--- src/hdl/mm2h_pkg.sv ---
// Shared types and constants for the MurmurHash2 32-bit hash block.
// Used by mm2h_front, mm2h_queue, mm2h_back and murmur2_hash_32.
`default_nettype none

package mm2h_pkg;

    // Mixing constants
    localparam logic [31:0] MIX_MUL     = 32'h5bd1e995;
    localparam int          MIX_SHIFT   = 24;
    localparam int          FIN_SHIFT_A = 13;
    localparam int          FIN_SHIFT_B = 15;

    // Slave-side tdata: total_length, data_word, valid_bytes, padded to bytes
    localparam int S_TDATA_W = 72;

    // What the back end has to do with one queued beat
    typedef enum logic [1:0] {
        KIND_NONE,
        KIND_WORD,
        KIND_TAIL
    } kind_t;

    // One classified beat held in the queue
    typedef struct packed {
        logic        start;       // load the hash from start_hash
        logic [31:0] start_hash;  // seed xor total_length
        kind_t       kind;
        logic [31:0] word;        // masked down to the valid bytes for a tail
        logic        last;
    } item_t;

    // Back-end sequencer
    typedef enum logic [2:0] {
        ST_IDLE,
        ST_KEY,
        ST_FIN,
        ST_OUT
    } back_state_t;

endpackage

`default_nettype wire

--- src/hdl/mm2h_front.sv ---
// Front end: accepts input beats, drops beats outside a message, classifies
// the rest and pushes them to the queue. Holds the seed register. Uses mm2h_pkg.
`default_nettype none

module mm2h_front
    import mm2h_pkg::*;
(
    input  wire logic                 clk,
    input  wire logic                 rst_n,
    input  wire logic                 seed_we,
    input  wire logic [31:0]          seed_wdata,
    input  wire logic                 s_tvalid,
    output logic                      s_tready,
    input  wire logic [S_TDATA_W-1:0] s_tdata,
    input  wire logic                 s_tlast,
    input  wire logic                 s_tuser,
    input  wire logic                 q_full,
    output logic                      q_push,
    output item_t                     q_item
);

    logic [31:0] seed_reg;
    logic        in_msg_reg;
    logic        in_msg_next;
    logic        beat;
    logic        keep;
    logic [31:0] total_length;
    logic [31:0] data_word;
    logic [2:0]  valid_bytes;
    logic [31:0] tail_mask;

    // Field unpacking
    assign total_length = s_tdata[31:0];
    assign data_word    = s_tdata[63:32];
    assign valid_bytes  = s_tdata[66:64];

    assign s_tready = !q_full;
    assign beat     = s_tvalid && s_tready;
    assign keep     = s_tuser || in_msg_reg;
    assign q_push   = beat && keep;

    // Message tracking: a first beat opens, a last beat closes
    always_comb
    begin
        in_msg_next = in_msg_reg;
        if (beat && keep)
        begin
            in_msg_next = !s_tlast;
        end
    end

    // Tail byte mask
    always_comb
    begin
        case (valid_bytes)
            3'd1:    tail_mask = 32'h0000_00ff;
            3'd2:    tail_mask = 32'h0000_ffff;
            3'd3:    tail_mask = 32'h00ff_ffff;
            default: tail_mask = 32'hffff_ffff;
        endcase
    end

    // Classification
    always_comb
    begin
        q_item.start      = s_tuser;
        q_item.start_hash = seed_reg ^ total_length;
        q_item.word       = data_word & tail_mask;
        q_item.last       = s_tlast;
        if (valid_bytes[2])
        begin
            q_item.kind = KIND_WORD;
        end
        else if (valid_bytes != 3'd0)
        begin
            q_item.kind = KIND_TAIL;
        end
        else
        begin
            q_item.kind = KIND_NONE;
        end
    end

    always_ff @(posedge clk or negedge rst_n)
    begin
        if (!rst_n)
        begin
            seed_reg   <= '0;
            in_msg_reg <= 1'b0;
        end
        else
        begin
            in_msg_reg <= in_msg_next;
            if (seed_we)
            begin
                seed_reg <= seed_wdata;
            end
        end
    end

endmodule

`default_nettype wire

--- src/hdl/mm2h_queue.sv ---
// Short FIFO of classified beats between front end and back end.
// Uses mm2h_pkg for the item type.
`default_nettype none

module mm2h_queue
    import mm2h_pkg::*;
#(
    parameter int DEPTH = 4
)
(
    input  wire logic  clk,
    input  wire logic  rst_n,
    input  wire logic  push,
    input  wire item_t push_item,
    output logic       full,
    input  wire logic  pop,
    output logic       not_empty,
    output item_t      head
);

    localparam int IDX_W = $clog2(DEPTH);
    localparam int CNT_W = $clog2(DEPTH + 1);

    item_t             mem [DEPTH];
    logic [IDX_W-1:0]  wr_ptr_reg;
    logic [IDX_W-1:0]  wr_ptr_next;
    logic [IDX_W-1:0]  rd_ptr_reg;
    logic [IDX_W-1:0]  rd_ptr_next;
    logic [CNT_W-1:0]  count_reg;
    logic [CNT_W-1:0]  count_next;

    assign full      = (count_reg == CNT_W'(DEPTH));
    assign not_empty = (count_reg != '0);
    assign head      = mem[rd_ptr_reg];

    // Pointer and fill count update
    always_comb
    begin
        wr_ptr_next = wr_ptr_reg;
        rd_ptr_next = rd_ptr_reg;
        count_next  = count_reg;
        if (push)
        begin
            wr_ptr_next = (wr_ptr_reg == IDX_W'(DEPTH - 1)) ? '0 : wr_ptr_reg + 1'b1;
        end
        if (pop)
        begin
            rd_ptr_next = (rd_ptr_reg == IDX_W'(DEPTH - 1)) ? '0 : rd_ptr_reg + 1'b1;
        end
        if (push && !pop)
        begin
            count_next = count_reg + 1'b1;
        end
        else if (pop && !push)
        begin
            count_next = count_reg - 1'b1;
        end
    end

    always_ff @(posedge clk or negedge rst_n)
    begin
        if (!rst_n)
        begin
            wr_ptr_reg <= '0;
            rd_ptr_reg <= '0;
            count_reg  <= '0;
        end
        else
        begin
            wr_ptr_reg <= wr_ptr_next;
            rd_ptr_reg <= rd_ptr_next;
            count_reg  <= count_next;
        end
    end

    // Storage
    always_ff @(posedge clk)
    begin
        if (push)
        begin
            mem[wr_ptr_reg] <= push_item;
        end
    end

`ifndef NO_ASSERTIONS
    a_no_push_full: assert property (@(posedge clk) disable iff (!rst_n)
        push |-> !full)
        else $error("queue pushed while full");
    a_no_pop_empty: assert property (@(posedge clk) disable iff (!rst_n)
        pop |-> not_empty)
        else $error("queue popped while empty");
    a_count_up: assert property (@(posedge clk) disable iff (!rst_n)
        (push && !pop) |=> (count_reg == $past(count_reg) + 1'b1))
        else $error("queue count did not follow a push");
`endif

endmodule

`default_nettype wire

--- src/hdl/mm2h_back.sv ---
// Back end: sequencer that mixes queued beats into the running hash,
// applies the final avalanche and holds the output register. Uses mm2h_pkg.
`default_nettype none

module mm2h_back
    import mm2h_pkg::*;
(
    input  wire logic        clk,
    input  wire logic        rst_n,
    input  wire logic        q_valid,
    input  wire item_t       q_item,
    output logic             q_pop,
    output logic             m_tvalid,
    input  wire logic        m_tready,
    output logic [31:0]      m_tdata
);

    back_state_t state_reg;
    back_state_t state_next;
    logic [31:0] hash_reg;
    logic [31:0] hash_next;
    logic [31:0] k_reg;
    logic [31:0] k_next;
    logic [31:0] hm_reg;
    logic [31:0] hm_next;
    logic [31:0] fin_reg;
    logic [31:0] fin_next;
    logic        last_reg;
    logic        last_next;
    logic [31:0] out_reg;
    logic        out_valid_reg;
    logic        out_free;
    logic        out_load;
    logic [31:0] h_base;
    logic [31:0] key_mix;
    logic [31:0] fin_mix;

    assign out_free = !out_valid_reg || m_tready;
    assign h_base   = q_item.start ? q_item.start_hash : hash_reg;
    assign key_mix  = k_reg ^ (k_reg >> MIX_SHIFT);
    assign fin_mix  = hash_reg ^ (hash_reg >> FIN_SHIFT_A);
    assign m_tvalid = out_valid_reg;
    assign m_tdata  = out_reg;

    // Next state
    always_comb
    begin
        state_next = state_reg;
        case (state_reg)
            ST_IDLE:
            begin
                if (q_valid)
                begin
                    if (q_item.kind == KIND_WORD)
                    begin
                        state_next = ST_KEY;
                    end
                    else if (q_item.last)
                    begin
                        state_next = ST_FIN;
                    end
                end
            end
            ST_KEY:
            begin
                state_next = last_reg ? ST_FIN : ST_IDLE;
            end
            ST_FIN:
            begin
                state_next = ST_OUT;
            end
            ST_OUT:
            begin
                if (out_free)
                begin
                    state_next = ST_IDLE;
                end
            end
            default:
            begin
                state_next = ST_IDLE;
            end
        endcase
    end

    // Outputs and datapath; one multiply per path
    always_comb
    begin
        q_pop     = 1'b0;
        out_load  = 1'b0;
        hash_next = hash_reg;
        k_next    = k_reg;
        hm_next   = hm_reg;
        fin_next  = fin_reg;
        last_next = last_reg;
        case (state_reg)
            ST_IDLE:
            begin
                if (q_valid)
                begin
                    q_pop     = 1'b1;
                    last_next = q_item.last;
                    case (q_item.kind)
                        KIND_WORD:
                        begin
                            k_next  = q_item.word * MIX_MUL;
                            hm_next = h_base * MIX_MUL;
                        end
                        KIND_TAIL:
                        begin
                            hash_next = (h_base ^ q_item.word) * MIX_MUL;
                        end
                        default:
                        begin
                            hash_next = h_base;
                        end
                    endcase
                end
            end
            ST_KEY:
            begin
                hash_next = hm_reg ^ (key_mix * MIX_MUL);
            end
            ST_FIN:
            begin
                fin_next = fin_mix * MIX_MUL;
            end
            ST_OUT:
            begin
                out_load = out_free;
            end
            default:
            begin
                q_pop = 1'b0;
            end
        endcase
    end

    // Control registers
    always_ff @(posedge clk or negedge rst_n)
    begin
        if (!rst_n)
        begin
            state_reg     <= ST_IDLE;
            out_valid_reg <= 1'b0;
            hash_reg      <= '0;
        end
        else
        begin
            state_reg <= state_next;
            hash_reg  <= hash_next;
            if (out_load)
            begin
                out_valid_reg <= 1'b1;
            end
            else if (m_tready)
            begin
                out_valid_reg <= 1'b0;
            end
        end
    end

    // Payload registers
    always_ff @(posedge clk)
    begin
        k_reg    <= k_next;
        hm_reg   <= hm_next;
        fin_reg  <= fin_next;
        last_reg <= last_next;
        if (out_load)
        begin
            out_reg <= fin_reg ^ (fin_reg >> FIN_SHIFT_B);
        end
    end

`ifndef NO_ASSERTIONS
    a_pop_idle: assert property (@(posedge clk) disable iff (!rst_n)
        q_pop |-> (state_reg == ST_IDLE))
        else $error("queue popped outside idle");
    a_out_load: assert property (@(posedge clk) disable iff (!rst_n)
        (state_reg == ST_OUT && out_free) |=> (m_tvalid && state_reg == ST_IDLE))
        else $error("finished hash not loaded into output register");
    a_fin_out: assert property (@(posedge clk) disable iff (!rst_n)
        (state_reg == ST_FIN) |=> (state_reg == ST_OUT))
        else $error("avalanche step not followed by output step");
`endif

endmodule

`default_nettype wire

--- src/hdl/murmur2_hash_32.sv ---
// MurmurHash2 32-bit block: top level joining front end, queue and back end.
// Depends on mm2h_pkg, mm2h_front, mm2h_queue and mm2h_back.
//
// Usage:
//   Input stream (s_*): one beat per message word. s_tuser marks the first
//   beat, s_tlast the last. s_tdata carries total_length, data_word and
//   valid_bytes. Beats with s_tuser low outside a message are dropped.
//   Output stream (m_*): one beat per message, the finished hash.
//   seed_we/seed_wdata load the seed; write it only while the block is idle.
// Sequencing:
//   The back end takes a full word through ST_IDLE and ST_KEY, a tail or empty
//   beat through ST_IDLE alone, and adds ST_FIN (avalanche) and ST_OUT (output
//   load) on a last beat; the two dependent key-mix multiplies need ST_KEY. The
//   hash goes from ST_OUT into the output register that drives m_tvalid. A
//   QUEUE_DEPTH-entry queue lets the input keep taking beats.
// Reset clears the seed, message state, queue and output valid.
// When m_tready is low the finished hash waits in the output register, the
// back end stops, the queue fills and s_tready falls.
`default_nettype none

module murmur2_hash_32
    import mm2h_pkg::*;
#(
    parameter int QUEUE_DEPTH = 4
)
(
    input  wire logic                 clk,
    input  wire logic                 rst_n,
    input  wire logic                 seed_we,
    input  wire logic [31:0]          seed_wdata,
    input  wire logic                 s_tvalid,
    output logic                      s_tready,
    input  wire logic [S_TDATA_W-1:0] s_tdata,   // total_length, data_word, valid_bytes
    input  wire logic                 s_tlast,   // last
    input  wire logic                 s_tuser,   // first
    output logic                      m_tvalid,
    input  wire logic                 m_tready,
    output logic [31:0]               m_tdata    // hash
);

    logic  q_full;
    logic  q_push;
    item_t q_in;
    logic  q_pop;
    logic  q_valid;
    item_t q_head;

    mm2h_front u_front (
        .clk        (clk),
        .rst_n      (rst_n),
        .seed_we    (seed_we),
        .seed_wdata (seed_wdata),
        .s_tvalid   (s_tvalid),
        .s_tready   (s_tready),
        .s_tdata    (s_tdata),
        .s_tlast    (s_tlast),
        .s_tuser    (s_tuser),
        .q_full     (q_full),
        .q_push     (q_push),
        .q_item     (q_in)
    );

    mm2h_queue #(
        .DEPTH (QUEUE_DEPTH)
    ) u_queue (
        .clk       (clk),
        .rst_n     (rst_n),
        .push      (q_push),
        .push_item (q_in),
        .full      (q_full),
        .pop       (q_pop),
        .not_empty (q_valid),
        .head      (q_head)
    );

    mm2h_back u_back (
        .clk      (clk),
        .rst_n    (rst_n),
        .q_valid  (q_valid),
        .q_item   (q_head),
        .q_pop    (q_pop),
        .m_tvalid (m_tvalid),
        .m_tready (m_tready),
        .m_tdata  (m_tdata)
    );

endmodule

`default_nettype wire
--- config.mk ---
export PLATFORM = sky130hd
export DESIGN_NAME = murmur2_hash_32
export DESIGN_NICKNAME = d
export VERILOG_FILES = /design/src/hdl/mm2h_pkg.sv /design/src/hdl/mm2h_front.sv /design/src/hdl/mm2h_queue.sv /design/src/hdl/mm2h_back.sv /design/src/hdl/murmur2_hash_32.sv
export SDC_FILE = /design/constraint.sdc
export NUM_CORES = 2
export LEC_CHECK = 0
export BUFFER_PORTS_ARGS = -buffer_cell sky130_fd_sc_hd__buf_2
export CAP_MARGIN = 20
export CORE_ASPECT_RATIO = 1.5
export CORE_MARGIN = 5
export CORE_UTILIZATION = 35
export CTS_BUF_LIST = sky130_fd_sc_hd__clkbuf_16
export DETAILED_ROUTE_END_ITERATION = 10
export MAX_ROUTING_LAYER = met4
export PLACE_DENSITY = 0.48
export SKIP_LAST_GASP = 1
export SLEW_MARGIN = 40
export SYNTH_ARGS = -nofsm -noshare
export SYNTH_HDL_FRONTEND = slang
export SYNTH_SLANG_ARGS = --single-unit
--- constraint.sdc ---
create_clock -name clk -period 10.25 [get_ports clk]
set_input_delay 1.025 -clock clk [delete_from_list [all_inputs] [get_ports clk]]
set_output_delay 1.025 -clock clk [all_outputs]
set_load 0.05 [all_outputs]
Word-level counts from Yosys, hierarchy flattened
Memories as Yosys holds them, arrays and structs flattened.
Cells that the tools add are included.
- bitwise logic cells: 7
- add/sub/neg operators: 4
- reduce and logical (&&, ||, !) cells: 21
- equal/unequal tests: 15
- multiply operators: 5
- mux-type cells: 24
- operator list (kind ; count):
    multiplier 32 x 31 -> 32 bit (second input constant) ; 5
    one-hot mux 32 bit (2 select lines) ; 2
    one-hot mux 32 bit (3 select lines) ; 1
    bitwise XOR 32 bit ; 3
    2-to-1 mux 32 bit ; 2
    bitwise AND 32 bit ; 1
    bitwise XOR 32 x 17 -> 32 bit ; 1
    bitwise XOR 32 x 19 -> 32 bit ; 1
    bitwise XOR 32 x 8 -> 32 bit ; 1
    2-to-1 mux 3 bit ; 6
    == test 3 x 2 -> 1 bit (second input constant) ; 4
    one-hot mux 3 bit (4 select lines) ; 1
    2-to-1 mux 2 bit ; 5
    AND reduction 3 bit ; 3
    2-to-1 mux 1 bit ; 7
    == test 2 bit (second input constant) ; 3
    == test 3 x 1 -> 1 bit (second input constant) ; 2
    nonzero test 2 bit ; 3
    nonzero test 3 bit ; 2
    logical NOT 1 bit ; 5
    adder 2 x 1 -> 2 bit (second input constant) ; 2
    logical AND 1 bit ; 4
    != test 2 bit (second input constant) ; 2
    adder 3 x 1 -> 3 bit (second input constant) ; 1
    8 further kinds ; 9
- output and inout port bits: 34
- memories kept: 1
- RAM bits: 272
- register bits after elaboration: 205
- memory list (memory ; words ; bits a word ; rd ports ; clocked after memory_dff ; wr ports ; line ; RTL):
    u_queue.mem ; 4 ; 68 ; 1 ; 0 ; 1 ; mm2h_queue.sv:24 ; item_t mem [DEPTH];

Depth between registers and ports, before layout
- depth after elaboration: 8
- gate-level depth with buffers: 34

Hierarchy
A second synthesis with hierarchy kept.
- cell total of the unflattened synthesis: 5593
- area total of the unflattened synthesis: 63059.2 um2
- by module, submodules not included (module ; times used ; cells an instance ; area each (um2)):
    mm2h_back ; 1 ; 5054 ; 50905.1
    mm2h_queue ; 1 ; 393 ; 10306.1
    mm2h_front ; 1 ; 146 ; 1848.0

Least setup slack after synthesis
OpenSTA, ideal clock, no wires.
- kind: flip-flop to flip-flop
- start: register u_queue.rd_ptr_reg[0]
- end: register u_back.hash_reg[31]
- setup slack: 1.465 ns
- cell stages (with the launch flop): 32
- buffers on the path: 6
- data arrival time: 8.660 ns
- period minus slack after synthesis: 8.785 ns
- setup time: 0.125 ns
- required time: 10.125 ns
- path through: dfrtp_1 -> buf_6 -> buf_4 -> buf_4 -> buf_4 -> buf_4 -> buf_2 -> mux4_2 -> xnor2_1 -> ha_1 -> ha_1 -> inv_1 -> fa_1 -> fa_1 -> fa_1 -> inv_1 -> fa_1 -> fa_1 -> inv_1 -> fa_1 -> inv_1 -> ha_1 -> nand3_1 -> or3b_2 -> o31ai_1 -> a31oi_1 -> or2_2 -> o2111ai_1 -> o211a_1 -> xnor2_1 -> o32ai_1 -> nor2_1
- cells in the longest elaborated chain, start to end: 7
- RTL lines (element ; line ; RTL):
    start, declared ; mm2h_queue.sv:27 ; logic [IDX_W-1:0] rd_ptr_reg;
    start signal, assigned ; mm2h_queue.sv:71 ; rd_ptr_reg <= rd_ptr_next;
    memory read (4 x 68 bit) (*) ; n/a ;
    2-to-1 mux 32 bit ; mm2h_back.sv:39 ; assign h_base = q_item.start ? q_item.start_hash : hash_reg;
    bitwise XOR 32 bit ; mm2h_back.sv:111 ; hash_next = (h_base ^ q_item.word) * MIX_MUL;
    multiplier 32 x 31 -> 32 bit ; mm2h_back.sv:111 ;
    one-hot mux 32 bit (2 select lines) ; mm2h_back.sv:103 ; case (q_item.kind)
    2-to-1 mux 32 bit ; mm2h_back.sv:99 ; if (q_valid)
    one-hot mux 32 bit (2 select lines) ; mm2h_back.sv:96 ; case (state_reg)
    end signal, assigned ; mm2h_back.sv:151 ; hash_reg <= hash_next;
    end, declared ; mm2h_back.sv:20 ; logic [31:0] hash_reg;
Mark *: on every way between the ends. The rest lies on a longest branch, timed or not. The select of a mux whose other input is x is not followed.
A chain may end at the register's enable or synchronous reset.

Worst setup path in the final report
Ends and elaborated chain as after synthesis.

==> flow_summary_export.csv <==
group,metric,value,unit
timing,fmax,104,MHz
run,drv_cap,0,
die,row_count,190,
timing,tns,0,ps
setup_path,path_max_fanout,18,
synthesis,yosys_register_bits,476,
finish,n_fill_cell,17800,
setup_path,startpoint_type,"register",
drt,dr_total_vias,39100,
drt,drt_iter0_drc,1623,
setup_path,cpMostUsedCell,"fa_1",
synthesis,syn_inst,5578,
finish,largest_reg_flops,272,
setup_path,critical_path.max_stage_delay,800,ps
clock_tree,cts_hold_buffers,0,
drt,drc_errors,0,
setup_path,arrival,10140,ps
finish,regArea,13900,µm²
timing,min_period,9630,ps
timing,skew,66.7,ps
synthesis,synthXorXnorAreaFrac,6.54,%
timing,hold_violations,0,
setup_path,criticalPathCategory,"register to register",
place,portBuffers,139,
die,die_y,529,µm
drt,dr.pass1.iters,7,
clock_tree,ctsHtreeMaxLevel,2,
clock_tree,cts_sinks,476,
finish,multi_input_area,42700,µm²
synthesis,synth-adder-area-share,49.7,%
finish,final_cell_mix,"inv_1 (1,692), ha_1 (1,070), fa_1 (893)",
synthesis,syn_nets,7652,
finish,nets,7912,
synthesis,synthFlopType,"edfxtp_1",
finish,final_common_cell,"inv_1",
timing,worst_pin_slew,861,ps
setup_path,slowest_stage,"mux4_2",
die,core_area,179000,µm²
timing,drv_slew,0,
synthesis,yosysWarnings,0,
synthesis,synth_compound_area_share,4.17,%
synthesis,synth_area,62900,µm²
synthesis,synthArstFlopShare,15.8,%
place,finalWeightedCongestion,0.922,
global_routing,grt_pass1_wl,280,mm
clock_tree,clk_pin_slew,70,ps
drt,ant_nets,0,
die,dieWidth,356,µm
drt,viasPerCell,4.72,
clock_tree,post_cts_buffers,0,
global_routing,grt_usage,20.9,%
clock_tree,cts_root_buf,"clkbuf_16",
finish,syn_to_final_growth,10.1,%
synthesis,synth_edf_count,401,
clock_tree,post_cts_resized,0,
finish,drive_gt1_share,8.71,%
finish,max_flop_register,"u_queue.mem",
global_routing,antenna_found_initial,1,
timing,finalCritPeriodShare,94.0,%
status,status,"finished, final reports clean",
synthesis,synth_top_family_by_area,"adder cells",
synthesis,synth_cell_type_count,78,
setup_path,cp-end-kind,"register",
drt,post_drt_wl_per_cell,22.8,µm
global_routing,gr-total-overflow,0,
drt,wirelength,189,mm
global_routing,grt_pass1_vias,44000,
die,pin_count,145,
min_path,hold_class,"input port to asynchronous set/reset pin",
synthesis,avgSynthCellArea,11.3,µm²
clock_tree,cts_tree,"done",
place,hpwl,161,mm
global_routing,grt_max_degree,65,
clock_tree,numCtsBuffers,53,
die,start_util,35.2,%
synthesis,ys_seq_area_share,22.1,%
clock_tree,worst_skew_pair.late_latency,680,ps
synthesis,synth_mux_area_share,3.89,%
synthesis,synth-simple-area-share,3.07,%
clock_tree,clockBufferDepth,3,
setup_path,cp.required,10760,ps
die,dieArea,189000,µm²
timing,slew-limit-headroom,42.3,%
timing,rsz0062_at_grt,"false",
timing,finalSetupViolCount,0,
path summary, 6_finish.rpt:
kind                            cells after the start                   from  slack, ps                    to
worst max-delay path                               28  u_queue.rd_ptr_reg[0]        620   u_back.hash_reg[31]
worst min-delay path                                1                  rst_n        210  u_front.seed_reg[16]
worst max register to register                     28  u_queue.rd_ptr_reg[0]        620   u_back.hash_reg[31]
worst min register to register                      0     u_back.fin_reg[20]        470    u_back.m_tdata[20]
max in group asynchronous                           2                  rst_n       9100   u_back.hash_reg[30]
min in group clk                                    0     u_back.fin_reg[20]        470    u_back.m_tdata[20]
synth_stat cells, types with 55 or more instances:
library cell	instances	area share, %
inv_1	1680	10
ha_1	1070	21
fa_1	893	28
edfxtp_1	401	19
xnor2_1	301	4.2
xor2_1	157	2.2
a21oi_1	104	0.83
nand2_1	98	0.58
o21ai_0	92	0.73
nor2_1	91	0.54
dfrtp_1	75	3.0
mux4_2	72	2.6
a21o_1	55	0.66
layout make-up:
class                           count  area share (%)
Clock inverter                     45           0.535
Multi-Input combinational cell   3366            61.6
Antenna cell                        1         0.00361
Timing Repair Buffer              260            2.40
Clock buffer                       53            1.91
Tap cell                         2400            4.34
Sequential cell                   476            20.1
Inverter                         1681            9.11
metal layers:
| metal | part of all wire, % | track usage, % | vias to the layer above |
|---|---|---|---|
| met5 | 0 | - | - |
| met4 | 5.0 | 8.00 | 0 |
| met3 | 2.4 | 1.69 | 292 |
| met2 | 56 | 40.9 | 612 |
| met1 | 36 | 21.6 | 20100 |
| li1 | - | - | 18100 |
kinds of logic (layout without fill, tap and decap cells):
logic type      Yosys count  count (layout)
mux                     140             140
fa+ha+maj              1966            1966
xor+xnor                464             464
other cells               0               1
flops                   476             476
buf+inv                1736            2039
compound gates          407             407
simple gates            389             389
stage by stage:
stage	setup slack (ps)	cells	hold WS [ps]	utilization (%)	cell area, µm²
2_1_floorplan	1460	5578	447	-	62900
3_3_place_gp	779	8179	455	37.7	67400
3_5_place_dp	657	8183	457	37.8	67600
4_1_cts	554	8281	161	38.7	69300
5_1_grt	297	8282	187	38.7	69300
6_report	617	8282	207	38.7	69300
worst max-delay path: cells and delay by family (launching register included):
kind,cells,cell delay [ps]
fa+ha+maj,8,3410
mux,2,1460
xor+xnor,4,1290
simple gates,4,1080
compound gates,5,880
buf+inv,5,730
flops,1,580
Power is left out: the tool's default activity adds up to more than one toggle a clock period on the data nets, which glitch-free logic cannot reach.
